## config.mk

```make
export PLATFORM = sky130hd
export DESIGN_NAME = wheel_pulse_speedometer_top
export DESIGN_NICKNAME = d
export VERILOG_FILES = /design/src/rtl/core/wps_pkg.sv /design/src/rtl/core/wps_div1k.sv /design/src/rtl/core/wheel_pulse_speedometer_top.sv
export SDC_FILE = /design/constraint.sdc
export NUM_CORES = 2
export LEC_CHECK = 0
export ABC_AREA = 1
export BUFFER_PORTS_ARGS = -buffer_cell sky130_fd_sc_hd__buf_2
export CORE_MARGIN = 3
export CORE_UTILIZATION = 55
export DETAILED_ROUTE_END_ITERATION = 10
export PLACE_DENSITY = 0.8
export SKIP_LAST_GASP = 1
export SLEW_MARGIN = 20
export SYNTH_ARGS = -nofsm -noshare
export SYNTH_HDL_FRONTEND = slang
export SYNTH_SLANG_ARGS = --single-unit
```

## constraint.sdc

```tcl
create_clock -name clk -period 6.4 [get_ports clk]
set_input_delay 1.28 -clock clk [delete_from_list [all_inputs] [get_ports clk]]
set_output_delay 1.28 -clock clk [all_outputs]
set_load 0.01 [all_outputs]
```

## src/rtl/core/wps_pkg.sv

```systemverilog
// shared widths, constants and register codes for the wheel pulse speedometer
// used by wps_div1k and wheel_pulse_speedometer_top, depends on nothing
`timescale 1ns / 1ps

package wps_pkg;

    localparam int TIME_BITS  = 48;
    localparam int COUNT_BITS = 32;

    localparam int MM_BITS      = 12;
    localparam int MIN_BITS     = 10;
    localparam int TOUT_BITS    = 16;
    localparam int SPD_BITS     = 22;
    localparam int DIST_BITS    = 34;
    localparam int CFG_DATA_BITS = 16;
    localparam int CFG_IDX_BITS  = 2;

    // microseconds per millisecond, also millimetres per metre scale
    localparam int MS_DIV   = 1000;
    localparam int REM_BITS = 10;

    localparam int PROD_BITS = COUNT_BITS + MM_BITS;
    localparam int DIV_BITS  = (TIME_BITS > PROD_BITS) ? TIME_BITS : PROD_BITS;

    localparam int IN_TDATA_BITS  = ((TIME_BITS + 7) / 8) * 8;
    localparam int OUT_FIELD_BITS = SPD_BITS + DIST_BITS + 2;
    localparam int OUT_TDATA_BITS = ((OUT_FIELD_BITS + 7) / 8) * 8;

    localparam logic [SPD_BITS-1:0]      SPEED_MAX  = '1;
    localparam logic [MM_BITS-1:0]       MM_RESET   = MM_BITS'(2100);
    localparam logic [MIN_BITS-1:0]      MIN_RESET  = MIN_BITS'(50);
    localparam logic [TOUT_BITS-1:0]     TOUT_RESET = TOUT_BITS'(3000);

    typedef enum logic [CFG_IDX_BITS-1:0] {
        CFG_WHEEL_MM     = 2'd0,
        CFG_MIN_INTERVAL = 2'd1,
        CFG_TIMEOUT      = 2'd2
    } cfg_index_t;

    typedef enum logic {
        FUNC_PULSE = 1'b0,
        FUNC_READ  = 1'b1
    } func_t;

endpackage

```

## src/rtl/core/wps_div1k.sv

```systemverilog
// bit-serial restoring divider by the constant 1000, one quotient bit per cycle
// depends on wps_pkg
`timescale 1ns / 1ps

module wps_div1k
    import wps_pkg::*;
(
    input  logic                clk,
    input  logic                rst_n,
    input  logic                start,
    input  logic [DIV_BITS-1:0] num,
    output logic                busy,
    output logic [DIV_BITS-1:0] quo,
    output logic [REM_BITS-1:0] rem
);

    localparam int CNT_BITS = $clog2(DIV_BITS);

    logic [DIV_BITS-1:0] acc_reg;
    logic [REM_BITS-1:0] rem_reg;
    logic [CNT_BITS-1:0] cnt_reg;
    logic                busy_reg;

    logic [REM_BITS:0]   trial;
    logic                ge;
    logic [REM_BITS:0]   diff;
    logic [REM_BITS-1:0] rem_next;

    assign trial    = {rem_reg, acc_reg[DIV_BITS-1]};
    assign ge       = (trial >= (REM_BITS+1)'(MS_DIV));
    assign diff     = trial - (REM_BITS+1)'(MS_DIV);
    assign rem_next = ge ? diff[REM_BITS-1:0] : trial[REM_BITS-1:0];

    always_ff @(posedge clk or negedge rst_n)
    begin
        if (!rst_n)
        begin
            acc_reg  <= '0;
            rem_reg  <= '0;
            cnt_reg  <= '0;
            busy_reg <= 1'b0;
        end
        else if (start)
        begin
            acc_reg  <= num;
            rem_reg  <= '0;
            cnt_reg  <= '0;
            busy_reg <= 1'b1;
        end
        else if (busy_reg)
        begin
            // dividend bits leave at the top, quotient bits enter at the bottom
            acc_reg <= {acc_reg[DIV_BITS-2:0], ge};
            rem_reg <= rem_next;
            cnt_reg <= cnt_reg + 1'b1;
            if (cnt_reg == CNT_BITS'(DIV_BITS - 1))
            begin
                busy_reg <= 1'b0;
            end
        end
    end

    assign busy = busy_reg;
    assign quo  = acc_reg;
    assign rem  = rem_reg;

endmodule

```

## src/rtl/core/wheel_pulse_speedometer_top.sv

```systemverilog
// wheel speed and distance from timestamped pulses, top level
// depends on wps_pkg and wps_div1k
//
//  channel   direction  beat fields
//  s_axis    in         tuser: func, tdata: now_us
//  m_axis    out        tdata: speed_mm_s, distance_m, pulse_accepted, timed_out
//  cfg       in         cfg_index, cfg_data (wheel_mm, min_interval_ms, timeout_ms)
//
// one item at a time: an accept step, the two serial /1000 dividers (gap in ms
// and distance run side by side until both finish), a decide step, speed
// division for an accepted nonzero-gap pulse, then a step to load the output
// register. a finished result waits in the output register while the next item
// is taken; the next result then stalls in the output step until that register
// drains. rst_n returns all state to its reset values at once; cfg is always ready.
`timescale 1ns / 1ps

module wheel_pulse_speedometer_top
    import wps_pkg::*;
(
    input  logic                      clk,
    input  logic                      rst_n,
    input  logic                      s_tvalid,
    output logic                      s_tready,
    input  logic [IN_TDATA_BITS-1:0]  s_tdata,   // [47:0] now_us
    input  logic                      s_tuser,   // [0] func
    output logic                      m_tvalid,
    input  logic                      m_tready,
    output logic [OUT_TDATA_BITS-1:0] m_tdata,   // [21:0] speed_mm_s, [55:22] distance_m,
                                                 // [56] pulse_accepted, [57] timed_out
    input  logic                      cfg_valid,
    output logic                      cfg_ready,
    input  logic [CFG_IDX_BITS-1:0]   cfg_index,
    input  logic [CFG_DATA_BITS-1:0]  cfg_data
);

    localparam int SCNT_BITS = $clog2(SPD_BITS);
    localparam int PAD_BITS  = OUT_TDATA_BITS - OUT_FIELD_BITS;

    typedef enum logic [4:0] {
        ST_IDLE   = 5'b00001,
        ST_TDIV   = 5'b00010,
        ST_DECIDE = 5'b00100,
        ST_SDIV   = 5'b01000,
        ST_OUT    = 5'b10000
    } state_t;

    state_t state_reg, state_next;

    logic [MM_BITS-1:0]    wheel_mm_reg;
    logic [MIN_BITS-1:0]   min_interval_reg;
    logic [TOUT_BITS-1:0]  timeout_reg;

    logic [TIME_BITS-1:0]  last_pulse_reg;
    logic [COUNT_BITS-1:0] count_reg;
    logic [SPD_BITS-1:0]   speed_value_reg;

    logic                  func_reg;
    logic [TIME_BITS-1:0]  now_reg;
    logic                  fwd_reg;
    logic                  acc_reg;
    logic                  tout_reg;
    logic [DIST_BITS-1:0]  dist_reg;

    logic [SPD_BITS-1:0]   snum_reg;
    logic [SPD_BITS-1:0]   srem_reg;
    logic [SCNT_BITS-1:0]  scnt_reg;

    logic                      m_tvalid_reg;
    logic [OUT_TDATA_BITS-1:0] m_tdata_reg;

    logic                  in_beat;
    logic [TIME_BITS-1:0]  now_in;
    logic [TIME_BITS-1:0]  diff_us;
    logic [PROD_BITS-1:0]  prod;
    logic                  busy_t, busy_d;
    logic [DIV_BITS-1:0]   gap_ms, quo_d;
    logic [REM_BITS-1:0]   rem_t, rem_d;

    logic                  take;
    logic                  late;
    logic                  gap_zero;
    logic [MM_BITS:0]      dsum;
    logic [2:0]            dadj;
    logic [DIST_BITS-1:0]  dist_base;
    logic [DIST_BITS-1:0]  dist_inc;

    logic                  gap_big;
    logic [SPD_BITS:0]     strial;
    logic                  sge;
    logic [SPD_BITS:0]     sdiff;
    logic [SPD_BITS-1:0]   srem_next;
    logic [SPD_BITS-1:0]   snum_next;
    logic [SPD_BITS-1:0]   speed_out;

    // ---------------- configuration ----------------
    assign cfg_ready = 1'b1;

    always_ff @(posedge clk or negedge rst_n)
    begin
        if (!rst_n)
        begin
            wheel_mm_reg     <= MM_RESET;
            min_interval_reg <= MIN_RESET;
            timeout_reg      <= TOUT_RESET;
        end
        else if (cfg_valid && cfg_ready)
        begin
            unique case (cfg_index)
                CFG_WHEEL_MM:     wheel_mm_reg     <= cfg_data[MM_BITS-1:0];
                CFG_MIN_INTERVAL: min_interval_reg <= cfg_data[MIN_BITS-1:0];
                CFG_TIMEOUT:      timeout_reg      <= cfg_data[TOUT_BITS-1:0];
                default:          ;
            endcase
        end
    end

    // ---------------- input side and serial dividers ----------------
    assign s_tready = (state_reg == ST_IDLE);
    assign in_beat  = s_tvalid && s_tready;
    assign now_in   = s_tdata[TIME_BITS-1:0];
    assign diff_us  = now_in - last_pulse_reg;
    assign prod     = PROD_BITS'(count_reg) * PROD_BITS'(wheel_mm_reg);

    wps_div1k u_gap_div (
        .clk   (clk),
        .rst_n (rst_n),
        .start (in_beat),
        .num   (DIV_BITS'(diff_us)),
        .busy  (busy_t),
        .quo   (gap_ms),
        .rem   (rem_t)
    );

    // distance for the old count; the decide step adds one more wheel if needed
    wps_div1k u_dist_div (
        .clk   (clk),
        .rst_n (rst_n),
        .start (in_beat),
        .num   (DIV_BITS'(prod)),
        .busy  (busy_d),
        .quo   (quo_d),
        .rem   (rem_d)
    );

    // ---------------- decide ----------------
    assign gap_zero = (gap_ms == '0);
    assign take     = (func_reg == FUNC_PULSE) && fwd_reg
                      && (gap_ms >= DIV_BITS'(min_interval_reg));
    // an accepted pulse restarts the gap, so it never times out
    assign late     = !take && fwd_reg && (gap_ms > DIV_BITS'(timeout_reg));

    // floor((count+1)*mm/1000) = q + floor((r + mm)/1000), r + mm below 5096
    assign dsum = (MM_BITS+1)'(rem_t & '0) + (MM_BITS+1)'(rem_d) + (MM_BITS+1)'(wheel_mm_reg);

    always_comb
    begin
        if (dsum >= (MM_BITS+1)'(5 * MS_DIV))
            dadj = 3'd5;
        else if (dsum >= (MM_BITS+1)'(4 * MS_DIV))
            dadj = 3'd4;
        else if (dsum >= (MM_BITS+1)'(3 * MS_DIV))
            dadj = 3'd3;
        else if (dsum >= (MM_BITS+1)'(2 * MS_DIV))
            dadj = 3'd2;
        else if (dsum >= (MM_BITS+1)'(MS_DIV))
            dadj = 3'd1;
        else
            dadj = 3'd0;
    end

    assign dist_base = DIST_BITS'(quo_d);
    assign dist_inc  = dist_base + DIST_BITS'(dadj);

    // ---------------- speed division, one bit a cycle ----------------
    assign gap_big   = |gap_ms[DIV_BITS-1:SPD_BITS+1];
    assign strial    = {srem_reg, snum_reg[SPD_BITS-1]};
    assign sge       = !gap_big && (strial >= gap_ms[SPD_BITS:0]);
    assign sdiff     = strial - gap_ms[SPD_BITS:0];
    assign srem_next = sge ? sdiff[SPD_BITS-1:0] : strial[SPD_BITS-1:0];
    assign snum_next = {snum_reg[SPD_BITS-2:0], sge};

    // ---------------- state machine ----------------
    always_comb
    begin
        state_next = state_reg;
        unique case (state_reg)
            ST_IDLE:
            begin
                if (in_beat)
                    state_next = ST_TDIV;
            end
            ST_TDIV:
            begin
                if (!busy_t && !busy_d)
                    state_next = ST_DECIDE;
            end
            ST_DECIDE:
            begin
                if (take && !gap_zero)
                    state_next = ST_SDIV;
                else
                    state_next = ST_OUT;
            end
            ST_SDIV:
            begin
                if (scnt_reg == SCNT_BITS'(SPD_BITS - 1))
                    state_next = ST_OUT;
            end
            ST_OUT:
            begin
                if (!m_tvalid_reg || m_tready)
                    state_next = ST_IDLE;
            end
            default:
                state_next = ST_IDLE;
        endcase
    end

    assign speed_out = tout_reg ? '0 : speed_value_reg;

    always_ff @(posedge clk or negedge rst_n)
    begin
        if (!rst_n)
        begin
            state_reg       <= ST_IDLE;
            last_pulse_reg  <= '0;
            count_reg       <= '0;
            speed_value_reg <= '0;
            func_reg        <= FUNC_PULSE;
            now_reg         <= '0;
            fwd_reg         <= 1'b0;
            acc_reg         <= 1'b0;
            tout_reg        <= 1'b0;
            dist_reg        <= '0;
            snum_reg        <= '0;
            srem_reg        <= '0;
            scnt_reg        <= '0;
            m_tvalid_reg    <= 1'b0;
            m_tdata_reg     <= '0;
        end
        else
        begin
            state_reg <= state_next;

            if (state_reg == ST_OUT && (!m_tvalid_reg || m_tready))
                m_tvalid_reg <= 1'b1;
            else if (m_tready)
                m_tvalid_reg <= 1'b0;

            unique case (state_reg)
                ST_IDLE:
                begin
                    if (in_beat)
                    begin
                        func_reg <= s_tuser;
                        now_reg  <= now_in;
                        fwd_reg  <= (now_in >= last_pulse_reg);
                    end
                end
                ST_TDIV:
                begin
                end
                ST_DECIDE:
                begin
                    acc_reg  <= take;
                    tout_reg <= late;
                    // a count wrapping to zero reads zero distance
                    if (take)
                        dist_reg <= (&count_reg) ? '0 : dist_inc;
                    else
                        dist_reg <= dist_base;
                    if (take)
                    begin
                        count_reg      <= count_reg + 1'b1;
                        last_pulse_reg <= now_reg;
                        if (gap_zero)
                            speed_value_reg <= SPEED_MAX;
                    end
                    snum_reg <= SPD_BITS'(SPD_BITS'(wheel_mm_reg) * SPD_BITS'(MS_DIV));
                    srem_reg <= '0;
                    scnt_reg <= '0;
                end
                ST_SDIV:
                begin
                    snum_reg <= snum_next;
                    srem_reg <= srem_next;
                    scnt_reg <= scnt_reg + 1'b1;
                    if (scnt_reg == SCNT_BITS'(SPD_BITS - 1))
                        speed_value_reg <= snum_next;
                end
                ST_OUT:
                begin
                    if (!m_tvalid_reg || m_tready)
                    begin
                        m_tdata_reg  <= {{PAD_BITS{1'b0}}, tout_reg, acc_reg,
                                         dist_reg, speed_out};
                    end
                end
                default:
                begin
                end
            endcase
        end
    end

    assign m_tvalid = m_tvalid_reg;
    assign m_tdata  = m_tdata_reg;

endmodule
```

==> summary.md <==
| Metric | Value |
|---|---|
| Status | `finished clean` |
| Synth Instances | `5615` |
| I/O pins | `139` |
| Max-Cap Viols | `0` |
| Top FF cell, synth | `dfrtp_1` |
| Worst setup margin | `301.9 ps` |
| Final count of negative-setup-slack endpoints | `0` |
| Total global routing overflow | `0` |
| Crit Path Max Fanout | `29` |
| Top cells by area, synth | `dfrtp_1 27%, fa_1 16%, nand2_1 15%` |
| Crit path to | `u_dist_div.quo[21]` |
| Cell leakage power | `23.74 nW` |
| Leading area contributor after synthesis | `dfrtp_1` |
| Element type at the critical path end | `flip-flop` |
| Cts repair resizes | `0` |
| DR vias | `37010` |
| R2R cell count | `19` |
| CTS HTree Levels | `2` |
| Pins Over Slew Limit | `0` |
| Initial antenna violation count | `6` |
| Routed Antenna Nets | `0` |
| Max-Slew Margin vs Limit | `29.47%` |
| CP required | `6850 ps` |
| Register area share after synthesis | `between 20 and 30%` |
| Synthesis Warnings | `0` |
| Arrival time of the worst setup path | `6540 ps` |
| Fin crit share | `95.28%` |
| Ys async rst share | `100.0%` |
| Critical path's slowest cell | `dfstp_2` |
| Fin. Hold Viols | `0` |
| First-pass GRT wire length | `191700 um` |
| Worst setup path class | `flip-flop to flip-flop` |
| Die W | `281.7 um` |
| Top cell type's share of synthesized area | `roughly 27%` |
| Area Growth Syn to Fin | `7.247%` |
| Vias per inst | `approximately 5.6` |
| CTS root buffer | `clkbuf_16` |
| Hold/Removal Path Class | `flip-flop to flip-flop` |
| Slowest stage delay, CP | `approximately 990 ps` |
| Total Routing Usage GR | `30.17%` |
| # nets final | `6289` |
| Clk_lat worst skew | `620 ps` |
| Row cnt | `100` |
| Startpoint Class | `flip-flop` |
| Min Tclk post-route | `slightly above 6000 ps` |
| TNS Setup | `0 ps` |
| Hold buffers post-CTS | `0` |
| DP Worst Slack | `493.5 ps` |
| Vert. Die Dim | `281.7 um` |
| Clock skew | `17.37 ps` |
| Post-synth EDFFs | `0` |
| Post-synth cell types | `56` |
| Violation count after the first detailed-route iteration | `approximately 3400` |
| Worst-Margin Slew | `1055 ps` |
| Max FFs per register | `between 50 and 60` |
| Initial core utilization | `between 50% and 60%` |
| Final std cells w/o fill | `6639` |
| Die ar. | `between 0.07 and 0.08 mm2` |
| #FFs+latches synth | `469` |
| Routed WL per cell | `approximately 18 um` |
| Clock tree buffer depth | `3` |
| Fillers | `6694` |
| CORE AREA | `0.07482 mm2` |
| Synth Cell Area | `around 0.042 mm2` |
| Reg-to-Reg End | `u_dist_div.quo[21]` |
| Worst r2r src | `wheel_mm_reg[4]` |
| Maximum number of pins on one net before global-route repair | `148` |
| Max VDD drop | `277.6 uV` |
| RSZ-0062 raised after global routing | `no` |
| Clock tree sinks | `469` |
| Worst path cell trace | `nand2_1 > fa_1 > fa_1 > inv_1 > fa_1 > fa_1 > inv_1 > fa_1 > inv_1 > ha_1 > nand2_1 > nor2_1 > inv_1 > nor3_1 > nand4_1 > nand3_1 > a21oi_1 > o21ai_0 > o221ai_1` |
| R2R Setup Slk | `about 300 ps` |
| CTS tree | `built` |
| Number of iterations in the first detailed-routing pass | `6` |
| Postcts setup bufs | `0` |
| Syn_area_per_cell | `7.447 um2` |
| Hold slack final | `465.9 ps` |
| TritonCTS buffer count | `52` |
| Routed WL | `118700 um` |
| PwrDens | `315.0 mW/mm2` |
| Fmax | `0.1640 GHz` |
| Vias in the first global route | `36440` |
| Port Buffer Count | `131` |
| CP most frequent cell | `fa_1` |
| Gpl congestion | `0.9718` |
| Drt drc | `0` |
| Share of cells above drive strength 1 | `6.016%` |
| Final Core Density | `59.94%` |
| Crit path launch | `wheel_mm_reg[4]` |
| Reg clk slew, reported paths | `60 ps` |
| Min-Delay Startpoint | `m_tdata[34]` |
| Most common cell in the netlist | `nand2_1` |
| Post-DP HPWL | `91990 um` |
| DP Cell Count | `roughly 6500` |
| Synth top cells by count | `1726 x nand2_1, 943 x inv_1, 454 x dfrtp_1` |
[cells by family after synthesis]
group	Yosys count	synth area share (%)
DFF	469	28.11
and+or+nand+nor	2514	24.42
xor gates and xnor gates	95	1.990
AOI/OAI and AO/OA	774	10.71
buffers and inverters	1175	11.08
adders and majority gates	586	23.67
other	2	0.01796
[power by group]
group	leakage, nW	total [mW]	switching (mW)	internal (mW)
clock	0.855	3.08	1.28	1.80
sequential	6.22	4.38	0.610	3.77
combinational	16.7	6.66	4.42	2.25
total	23.7	14.1	6.31	7.82
[layout by cell type, fill, tap and decap left out, types with 22 or more instances in the layout]
cell       synthesis  layout
nand3_1          212     211
ha_1             244     244
o211ai_1          23      23
a21oi_1          222     221
o221ai_1          35      35
nand2_1         1726    1726
nor3_1            81      81
buf_4             12      39
xor2_1            78      78
inv_1            943     943
nor2_1           377     375
clkbuf_16          0      53
dfrtp_1          454     453
o21ai_0          273     273
a22o_1            22      22
buf_2             65     130
o21ai_1           49      49
nand4_1           40      40
o22ai_1           46      46
fa_1             342     342
o21bai_1          22      22
[how the worst min path moves through the flow]
stage / cells past startpoint / slack (ps) / to
4_1_cts: 2 / 470 / m_tdata[34]
3_3_place_gp: 2 / 450 / m_tdata[35]
5_1_grt: 2 / 490 / m_tdata[32]
6_report: 2 / 470 / m_tdata[34]
2_1_floorplan: 2 / 440 / now_reg[10]
3_5_place_dp: 2 / 450 / m_tdata[34]
[worst max-delay path: cells and delay by family, from the launching register on]
family	cells	cell delay (ps)
AO/OA/AOI/OAI	3	560
adder cells (fa/ha/maj)	6	2990
flip-flops	1	990
AND/OR/NAND/NOR	6	1130
buffers and inverters	4	230
[metal layers]
layer | vias to the layer above | global-route usage, % | share of wire, % | wire [um]
met5 | - | 0 | 0.021 | 25
met3 | 238 | 6.467 | 9.0 | 10630
met1 | 17750 | 42.06 | 43 | 51180
met4 | 4 | 8.276 | 2.7 | 3160
met2 | 1492 | 47.96 | 45 | 53740
li1 | 17520 | - | - | -
[metrics by stage]
| step | instance area (um2) | power (mW) |
|---|---|---|
| 2_1_floorplan | 41840 | 9.064 |
| 4_1_cts | 44820 | 14.09 |
| 3_3_place_gp | 43080 | 10.77 |
| 3_5_place_dp | 43080 | 10.93 |
| 6_report | 44850 | 14.13 |
| 5_1_grt | 44840 | 15.28 |
[cell type report]
cell class	instances	area (um2)	area share, %
tap	969	1212	2.703
clock buffer	73	1511	3.370
antenna	2	5.005	0.01116
inverter	957	3597	8.021
clock inverter	18	227.7	0.5078
multi-input combinational	3976	25480	56.81
timing repair buffer	175	1059	2.360
sequential	469	11760	26.21
(Power assumes the default switching activity.)
